===== config.mk =====
export PLATFORM = sky130hd
export DESIGN_NAME = pseudodecimal_double_encoder_top
export DESIGN_NICKNAME = d
export VERILOG_FILES = /design/src/rtl/core/pdde_pkg.sv /design/src/rtl/core/pdde_engine.sv /design/src/rtl/core/pseudodecimal_double_encoder_top.sv
export SDC_FILE = /design/constraint.sdc
export NUM_CORES = 2
export LEC_CHECK = 0
export CELL_PAD_IN_SITES_DETAIL_PLACEMENT = 0
export CELL_PAD_IN_SITES_GLOBAL_PLACEMENT = 2
export CORE_ASPECT_RATIO = 1.5
export CORE_MARGIN = 2
export CORE_UTILIZATION = 30
export CTS_CLUSTER_SIZE = 10
export DETAILED_ROUTE_END_ITERATION = 12
export DONT_BUFFER_PORTS = 1
export GPL_TIMING_DRIVEN = 0
export PLACE_DENSITY = 0.67
export SLEW_MARGIN = 10
export SYNTH_ARGS = -nofsm -noshare
export SYNTH_HDL_FRONTEND = slang
export SYNTH_HIERARCHICAL = 1
export SYNTH_SLANG_ARGS = --single-unit

===== constraint.sdc =====
create_clock -name clk -period 36.3 [get_ports clk]
set_input_delay 3.63 -clock clk [delete_from_list [all_inputs] [get_ports clk]]
set_output_delay 3.63 -clock clk [all_outputs]
set_load 0.1 [all_outputs]

===== src/rtl/core/pdde_pkg.sv =====
`timescale 1ns / 1ps
// ----------------------------------------------------------------------------
// pdde_pkg
// Shared types and constants of the pseudodecimal double encoder.
// ----------------------------------------------------------------------------
package pdde_pkg;

  localparam int unsigned MaxExp    = 22;
  localparam logic [4:0]  EXC_CODE  = 5'd23;
  localparam logic [4:0]  LIMIT_RST = 5'd31;

  // Engine status toward the top level
  typedef struct packed {
    logic idle;
    logic done;
  } eng_status_t;

  // One finished result
  typedef struct packed {
    logic [4:0]  exponent_code;
    logic [30:0] digits;
    logic        is_exception;
  } result_t;

  // binary64 patterns of the doubles nearest 10^-e
  function automatic logic [63:0] frac_of_ten(input logic [4:0] e);
    logic [63:0] c;
    case (e)
      5'd0:    c = 64'h3FF0000000000000;
      5'd1:    c = 64'h3FB999999999999A;
      5'd2:    c = 64'h3F847AE147AE147B;
      5'd3:    c = 64'h3F50624DD2F1A9FC;
      5'd4:    c = 64'h3F1A36E2EB1C432D;
      5'd5:    c = 64'h3EE4F8B588E368F1;
      5'd6:    c = 64'h3EB0C6F7A0B5ED8D;
      5'd7:    c = 64'h3E7AD7F29ABCAF48;
      5'd8:    c = 64'h3E45798EE2308C3A;
      5'd9:    c = 64'h3E112E0BE826D695;
      5'd10:   c = 64'h3DDB7CDFD9D7BDBB;
      5'd11:   c = 64'h3DA5FD7FE1796495;
      5'd12:   c = 64'h3D719799812DEA11;
      5'd13:   c = 64'h3D3C25C268497682;
      5'd14:   c = 64'h3D06849B86A12B9B;
      5'd15:   c = 64'h3CD203AF9EE75616;
      5'd16:   c = 64'h3C9CD2B297D889BC;
      5'd17:   c = 64'h3C670EF54646D497;
      5'd18:   c = 64'h3C32725DD1D243AC;
      5'd19:   c = 64'h3BFD83C94FB6D2AC;
      5'd20:   c = 64'h3BC79CA10C924223;
      5'd21:   c = 64'h3B92E3B40A0E9B4F;
      5'd22:   c = 64'h3B5E392010175EE6;
      default: c = 64'h3FF0000000000000;
    endcase
    return c;
  endfunction

endpackage


===== src/rtl/core/pdde_engine.sv =====
`timescale 1ns / 1ps
// ----------------------------------------------------------------------------
// pdde_engine
// Trial sequencer: per exponent one radix-2 divide, quotient rounding, a
// two-pass multiply on one shared multiplier, product rounding and compare.
// ----------------------------------------------------------------------------
module pdde_engine (
  input  logic                  clk,
  input  logic                  rst_n,
  input  logic                  start,
  input  logic [63:0]           value_bits,
  input  logic [4:0]            limit,
  input  logic                  res_take,
  output pdde_pkg::eng_status_t status,
  output pdde_pkg::result_t     result
);

  localparam logic [2:0] ST_IDLE  = 3'd0;
  localparam logic [2:0] ST_SETUP = 3'd1;
  localparam logic [2:0] ST_DIV   = 3'd2;
  localparam logic [2:0] ST_QRND  = 3'd3;
  localparam logic [2:0] ST_MUL1  = 3'd4;
  localparam logic [2:0] ST_MUL2  = 3'd5;
  localparam logic [2:0] ST_BACK  = 3'd6;
  localparam logic [2:0] ST_FIN   = 3'd7;

  localparam logic [5:0] DivSteps = 6'd54;

  logic [2:0]  state_r, state_nxt;
  logic [63:0] val_r, val_nxt;
  logic [4:0]  idx_r, idx_nxt;
  logic [54:0] rem_r, rem_nxt;
  logic [53:0] quo_r, quo_nxt;
  logic [5:0]  cnt_r, cnt_nxt;
  logic        adj_r, adj_nxt;
  logic [30:0] n_r, n_nxt;
  logic [83:0] prod_r, prod_nxt;
  pdde_pkg::result_t res_r, res_nxt;

  // operand fields
  logic [63:0] cbits;
  logic [10:0] evb, ecb;
  logic [52:0] mv, mc;
  logic signed [12:0] diff;

  assign cbits = pdde_pkg::frac_of_ten(idx_r);
  assign evb   = val_r[62:52];
  assign ecb   = cbits[62:52];
  assign mv    = {1'b1, val_r[51:0]};
  assign mc    = {1'b1, cbits[51:0]};
  assign diff  = $signed({2'b00, evb}) - $signed({2'b00, ecb});

  // divider step
  logic        ge;
  logic [54:0] rsub;
  assign ge   = rem_r >= {2'b00, mc};
  assign rsub = rem_r - {2'b00, mc};

  // quotient rounding and conversion to integer
  logic [52:0] qm_raw;
  logic        q_up;
  logic [53:0] q_sum;
  logic [52:0] qm;
  logic signed [12:0] qexp, sfull;
  logic [5:0]  sh_q;
  logic [52:0] q_int, q_half;
  logic [31:0] n32;
  logic        q_ok;

  assign qm_raw = quo_r[53:1];
  assign q_up  = quo_r[0] & ((|rem_r) | qm_raw[0]);
  assign q_sum = {1'b0, qm_raw} + {53'd0, q_up};
  assign qm    = q_sum[53] ? q_sum[53:1] : q_sum[52:0];
  assign qexp  = diff - $signed({12'd0, adj_r}) + $signed({12'd0, q_sum[53]});
  assign sfull = 13'sd52 - qexp;
  assign sh_q  = sfull[5:0];
  assign q_int  = qm >> sh_q;
  assign q_half = qm >> (sh_q - 6'd1);
  assign n32   = q_int[31:0] + {31'd0, q_half[0]};
  assign q_ok  = (qexp >= -13'sd1) && (qexp <= 13'sd30) && !n32[31] && (n32 != 32'd0);

  // shared multiplier, low then high half of the constant
  logic [26:0] mop_b;
  logic [57:0] mprod;
  assign mop_b = (state_r == ST_MUL1) ? mc[26:0] : {1'b0, mc[52:27]};
  assign mprod = {27'd0, n_r} * {31'd0, mop_b};

  // product normalize, round and compare
  logic [4:0]  nlen;
  logic [6:0]  top_idx;
  logic [4:0]  sh_p;
  logic [83:0] p_shift;
  logic [31:0] p_mask, p_rem, p_half;
  logic        p_up;
  logic [53:0] p_sum;
  logic [51:0] p_frac;
  logic [11:0] p_exp;
  logic [63:0] back;
  logic        match;

  always_comb begin
    nlen = 5'd0;
    for (int i = 0; i < 31; i++) begin
      if (n_r[i]) nlen = 5'(i + 1);
    end
  end

  assign top_idx = {2'b00, nlen} + 7'd52;
  assign sh_p    = prod_r[top_idx] ? nlen : nlen - 5'd1;
  assign p_shift = prod_r >> sh_p;
  assign p_mask  = (32'd1 << sh_p) - 32'd1;
  assign p_rem   = prod_r[31:0] & p_mask;
  assign p_half  = (sh_p == 5'd0) ? 32'd0 : (32'd1 << (sh_p - 5'd1));
  assign p_up    = (sh_p != 5'd0) &&
                   ((p_rem > p_half) || ((p_rem == p_half) && p_shift[0]));
  assign p_sum   = {1'b0, p_shift[52:0]} + {53'd0, p_up};
  assign p_frac  = p_sum[53] ? 52'd0 : p_sum[51:0];
  assign p_exp   = {1'b0, ecb} + {7'd0, sh_p} + {11'd0, p_sum[53]};
  assign back    = {1'b0, p_exp[10:0], p_frac};
  assign match   = (back == val_r) && (nlen <= limit);

  // sequencer
  always_comb begin
    state_nxt = state_r;
    val_nxt   = val_r;
    idx_nxt   = idx_r;
    rem_nxt   = rem_r;
    quo_nxt   = quo_r;
    cnt_nxt   = cnt_r;
    adj_nxt   = adj_r;
    n_nxt     = n_r;
    prod_nxt  = prod_r;
    res_nxt   = res_r;
    case (state_r)
      ST_IDLE: begin
        if (start) begin
          val_nxt = value_bits;
          idx_nxt = 5'd0;
          res_nxt.exponent_code = pdde_pkg::EXC_CODE;
          res_nxt.digits        = 31'd0;
          res_nxt.is_exception  = 1'b1;
          if (value_bits == 64'd0) begin
            // positive zero is exact at exponent zero
            res_nxt.exponent_code = 5'd0;
            res_nxt.is_exception  = 1'b0;
            state_nxt = ST_FIN;
          end else if (value_bits[63] || value_bits[62:52] == 11'd0 ||
                       value_bits[62:52] == 11'h7FF) begin
            // negative, subnormal, NaN or infinite: no trial can pass
            state_nxt = ST_FIN;
          end else begin
            state_nxt = ST_SETUP;
          end
        end
      end
      ST_SETUP: begin
        if (diff >= 13'sd32 || diff <= -13'sd3) begin
          // quotient far outside [0.5, 2^31)
          if (idx_r == 5'(pdde_pkg::MaxExp)) state_nxt = ST_FIN;
          else idx_nxt = idx_r + 5'd1;
        end else begin
          adj_nxt   = mv < mc;
          rem_nxt   = (mv < mc) ? {1'b0, mv, 1'b0} : {2'b00, mv};
          quo_nxt   = 54'd0;
          cnt_nxt   = 6'd0;
          state_nxt = ST_DIV;
        end
      end
      ST_DIV: begin
        quo_nxt = {quo_r[52:0], ge};
        rem_nxt = ge ? {rsub[53:0], 1'b0} : {rem_r[53:0], 1'b0};
        cnt_nxt = cnt_r + 6'd1;
        if (cnt_r == DivSteps - 6'd1) state_nxt = ST_QRND;
      end
      ST_QRND: begin
        if (q_ok) begin
          n_nxt     = n32[30:0];
          state_nxt = ST_MUL1;
        end else if (idx_r == 5'(pdde_pkg::MaxExp)) begin
          state_nxt = ST_FIN;
        end else begin
          idx_nxt   = idx_r + 5'd1;
          state_nxt = ST_SETUP;
        end
      end
      ST_MUL1: begin
        prod_nxt  = {26'd0, mprod};
        state_nxt = ST_MUL2;
      end
      ST_MUL2: begin
        prod_nxt  = prod_r + ({26'd0, mprod} << 27);
        state_nxt = ST_BACK;
      end
      ST_BACK: begin
        if (match) begin
          res_nxt.exponent_code = idx_r;
          res_nxt.digits        = n_r;
          res_nxt.is_exception  = 1'b0;
          state_nxt = ST_FIN;
        end else if (idx_r == 5'(pdde_pkg::MaxExp)) begin
          state_nxt = ST_FIN;
        end else begin
          idx_nxt   = idx_r + 5'd1;
          state_nxt = ST_SETUP;
        end
      end
      ST_FIN: begin
        if (res_take) state_nxt = ST_IDLE;
      end
      default: state_nxt = ST_IDLE;
    endcase
  end

  always_ff @(posedge clk) begin
    if (!rst_n) begin
      state_r <= ST_IDLE;
    end else begin
      state_r <= state_nxt;
    end
    val_r  <= val_nxt;
    idx_r  <= idx_nxt;
    rem_r  <= rem_nxt;
    quo_r  <= quo_nxt;
    cnt_r  <= cnt_nxt;
    adj_r  <= adj_nxt;
    n_r    <= n_nxt;
    prod_r <= prod_nxt;
    res_r  <= res_nxt;
  end

  assign status.idle = (state_r == ST_IDLE);
  assign status.done = (state_r == ST_FIN);
  assign result      = res_r;

endmodule


===== src/rtl/core/pseudodecimal_double_encoder_top.sv =====
`timescale 1ns / 1ps
// ----------------------------------------------------------------------------
// pseudodecimal_double_encoder_top
// Encodes one binary64 value as a decimal exponent and integer digits.
// ----------------------------------------------------------------------------
// One value is worked at a time. Zero, negative, subnormal, NaN and infinite
// inputs finish without any trial. Otherwise exponents 0..22 are tried in
// turn: a trial whose quotient is clearly out of range ends after setup, a
// full trial runs setup, 54 radix-2 divider steps, a quotient round, 2 passes
// of the shared 31x27 multiplier, and a round and compare. A result sits in
// an output register, so the next value is taken while it waits.
// ----------------------------------------------------------------------------
module pseudodecimal_double_encoder_top (
  input  logic        clk,
  input  logic        rst_n,
  input  logic        in_valid,
  output logic        in_ready,
  input  logic [63:0] in_value_bits,
  output logic        out_valid,
  input  logic        out_ready,
  output logic [4:0]  out_exponent_code,
  output logic [30:0] out_digits,
  output logic        out_is_exception,
  input  logic        psel,
  input  logic        penable,
  input  logic        pwrite,
  input  logic [1:0]  paddr,
  input  logic [31:0] pwdata,
  output logic [31:0] prdata,
  output logic        pready
);

  logic [4:0] limit_r;
  logic       out_valid_r;
  pdde_pkg::result_t out_r;
  pdde_pkg::eng_status_t status;
  pdde_pkg::result_t     result;
  logic res_take;

  // configuration register
  assign pready = 1'b1;
  assign prdata = (paddr[1:0] == 2'd0) ? {27'd0, limit_r} : 32'd0;

  always_ff @(posedge clk) begin
    if (!rst_n) begin
      limit_r <= pdde_pkg::LIMIT_RST;
    end else if (psel && penable && pwrite && paddr == 2'd0) begin
      limit_r <= pwdata[4:0];
    end
  end

  assign in_ready = status.idle;
  assign res_take = status.done && (!out_valid_r || out_ready);

  pdde_engine u_engine (
    .clk        (clk),
    .rst_n      (rst_n),
    .start      (in_valid && in_ready),
    .value_bits (in_value_bits),
    .limit      (limit_r),
    .res_take   (res_take),
    .status     (status),
    .result     (result)
  );

  // output beat register
  always_ff @(posedge clk) begin
    if (!rst_n) begin
      out_valid_r <= 1'b0;
    end else if (res_take) begin
      out_valid_r <= 1'b1;
    end else if (out_ready) begin
      out_valid_r <= 1'b0;
    end
    if (res_take) out_r <= result;
  end

  assign out_valid         = out_valid_r;
  assign out_exponent_code = out_r.exponent_code;
  assign out_digits        = out_r.digits;
  assign out_is_exception  = out_r.is_exception;

endmodule

==> results.cfg <==
[placement]
place_congestion = 1.04
io_buffers = 0
place_ws_ns = 12.51
hpwl_microns = 315000
dpl_cell_area_sq_um = 76500

[worst_setup_path]
r2r-end = u_engine/cbits[47]
required_ns = 36.93
cp_slowest_cell = mux2i_2
cp-endpoint = u_engine/cbits[47]
cpPeakStageDelay_ns = 0.96
cpMostUsedCell = clkbuf_1
critPathLaunch = u_engine/n_r[26]
end_kind = register
cp_max_fo = 13
r2r-start = u_engine/n_r[26]
crit_arrival_ns = 24.78
ff2ff_path_depth = 65
rrSetupSlack_ns = 12.15
critPathKind = register to register
start_kind = register

[clocking]
cts_tree = done
cts_setup_buffers = 0
numCtsBuffers = 59
clockBufferDepth = 3
clockRootBuffer = clkbuf_16
hold_buffers = 0
cts_sinks = 442
ctsResizeCount = 0
insertion_delay_ns = 0.76
clk_pin_slew_ns = 0.07
h-tree-depth = 2

[layout]
fillCellCount = 25100
fin_nets = 9951
final_area_sq_um = 78500
area_delta_synth_final_pct = 9.77
seq_area_sq_um = 12600
layout-drive-gt1-share_pct = 6.31
multi_input_area_sq_um = 53100
utilization_pct = 33.1

[logic_synthesis]
synth-warning-count = 6
synth.area.top_cells = fa_1 (20%), edfxtp_1 (16%), ha_1 (8.1%), nand2_1 (6.7%), inv_1 (5.1%)
ys_types = 135
syn_area_per_cell_sq_um = 8.40
async_reset_ff_share_pct = 0
synthTopCellsByCount = nand2_1 (1283), inv_1 (980), fa_1 (729), nor2_1 (545), ha_1 (463)
synth.yosys.seq_area_share_pct = 17.6
yosysTopAreaCell = fa_1
synth_top_area_share_pct = 20.4
synth_cells = 8514
syn_area_sq_um = 71500
yosysMostFrequentCell = nand2_1
ys.flop_type = edfxtp_1
synth-seq-cells = 442
synth_edf_count = 374

[global_routing]
grt_max_degree = 56
antenna_found_initial = 36
grt_first_pass_wirelength_microns = 528000
grt_pass1_vias = 69800
grt_usage_pct = 30.6
grt_overflow_total = 0

[die]
pin_count = 177
dieHeight_microns = 602
initial_core_util_pct = 30.2
num_rows = 219
die_x_microns = 403
die_area_sq_um = 242000
coreArea_sq_um = 237000

[timing]
worst_slew_margin_rel_pct = 2.25
rsz0062_at_grt = no
final.period_utilization_pct = 66.5
worst_slack_ns = 12.15
slew_viol_final = 0
setup-tns-final_ns = 0
report.final.hold_viol_count = 0
clock_skew_ns = 0.0851
max_freq_mhz = 41.4
tightest_slew_ns = 1.46
final.min_clock_period_ns = 24.15
setup_viol = 0

[drt]
drtPass1Iterations = 6
wirelength_microns = 378000
viasPerCell = 5.69
vias = 67100
drt_first_iter_violations = 5371
drc_errors = 0
wl_per_cell_microns = 32.0
ant_nets = 0

[job]
cap_violations = 0

[status]
outcome = complete, no violations

[worst_hold_path]
hold_class = register to register
metal layers:
layer	vias up	routed length, microns	global-route usage (%)
met5	-	152	0
met4	22	32900	22.5
met3	996	21200	4.69
met2	2874	188000	54.2
met1	33800	136000	32.8
li1	29500	-	-
cell usage in the layout (no fill, tap or decap), drive strengths merged, types with 22 or more instances in the layout:
cell type,n
a31oi,108
o211ai,52
dfxtp,68
inv,996
a21oi,342
xor2,106
nor3,179
and3,105
a211oi,133
nand2,1287
buf,207
nor4,95
mux4,37
fa,729
or4,28
edfxtp,374
o21ai,337
or3,56
o21bai,54
nor2,553
a22oi,45
nand3,189
a221oi,30
nor2b,122
mux2,60
a21o,101
a21boi,45
o22ai,44
conb,30
ha,463
o221a,22
o31ai,40
and2,199
nand2b,67
xnor2,203
clkbuf,473
or2,29
nand4,70
o21a,31
mux2i,224
cells by family (layout without fill, tap and decap cells):
kind of cell,Yosys count,after routing,share of synthesized area [%]
AO/OA/AOI/OAI,1671,1671,16.0
XOR/XNOR,310,310,3.86
adder cells (fa/ha/maj),1192,1192,28.5
buffers and inverters,1534,1697,8.63
flip-flops,442,442,17.6
multiplexers,321,321,5.29
other,4,44,0.0210
AND/OR/NAND/NOR,3040,3040,20.0
critical path: cells and delay by family (launching register included):
family          cells  cell delay, ns
mux                 1            0.96
xor+xnor            2            0.36
buf+inv            20            8.80
compound gates     16            4.95
fa+ha+maj           7            2.39
flops               1            0.51
simple gates       19            5.95
sequential cells by signal (all words and copies together) (netlist names), 3 cells and up:
signal             count
u_engine/n_r          31
u_engine/state_r       3
u_engine/rem_r        55
u_engine/prod_r       84
u_engine/idx_r         5
u_engine/result       37
u_engine/cnt_r         6
u_engine/val_r        64
limit_r                5
out_digits            31
u_engine/cbits        59
u_engine/quo_r        54
out_exponent_code      5
through the flow:
step / std cells / hold WS (ns)
after detailed placement: 11700 / 0.405
final: 11800 / 0.424
after global placement: 11600 / 0.407
after global routing: 11800 / 0.428
after floorplan: 8540 / 0.400
after CTS: 11800 / 0.425
final cells by class:
cell class / instances / area share (%)
plain buffers: 537 / 3.10
inverters: 997 / 4.77
multi-input cells: 6564 / 67.6
clock inverters: 20 / 0.344
flip-flops and latches: 442 / 16.0
well taps: 3094 / 4.93
clock buffers: 90 / 2.12
diodes: 14 / 0.0446
repair buffers: 53 / 1.03
worst min path at each step:
stage | cells past startpoint | to | slack, ns | from
final | 0 | out_exponent_code[1] | 0.42 | u_engine/result[33]
after detailed placement | 0 | out_digits[8] | 0.41 | u_engine/result[9]
after global routing | 0 | out_exponent_code[4] | 0.43 | u_engine/result[36]
after global placement | 0 | out_exponent_code[2] | 0.41 | u_engine/result[34]
after CTS | 0 | out_exponent_code[4] | 0.43 | u_engine/result[36]
after floorplan | 0 | out_digits[0] | 0.40 | u_engine/result[1]
Power is left out: the tool's default activity adds up to more than one toggle a clock period on the data nets, which glitch-free logic cannot reach.
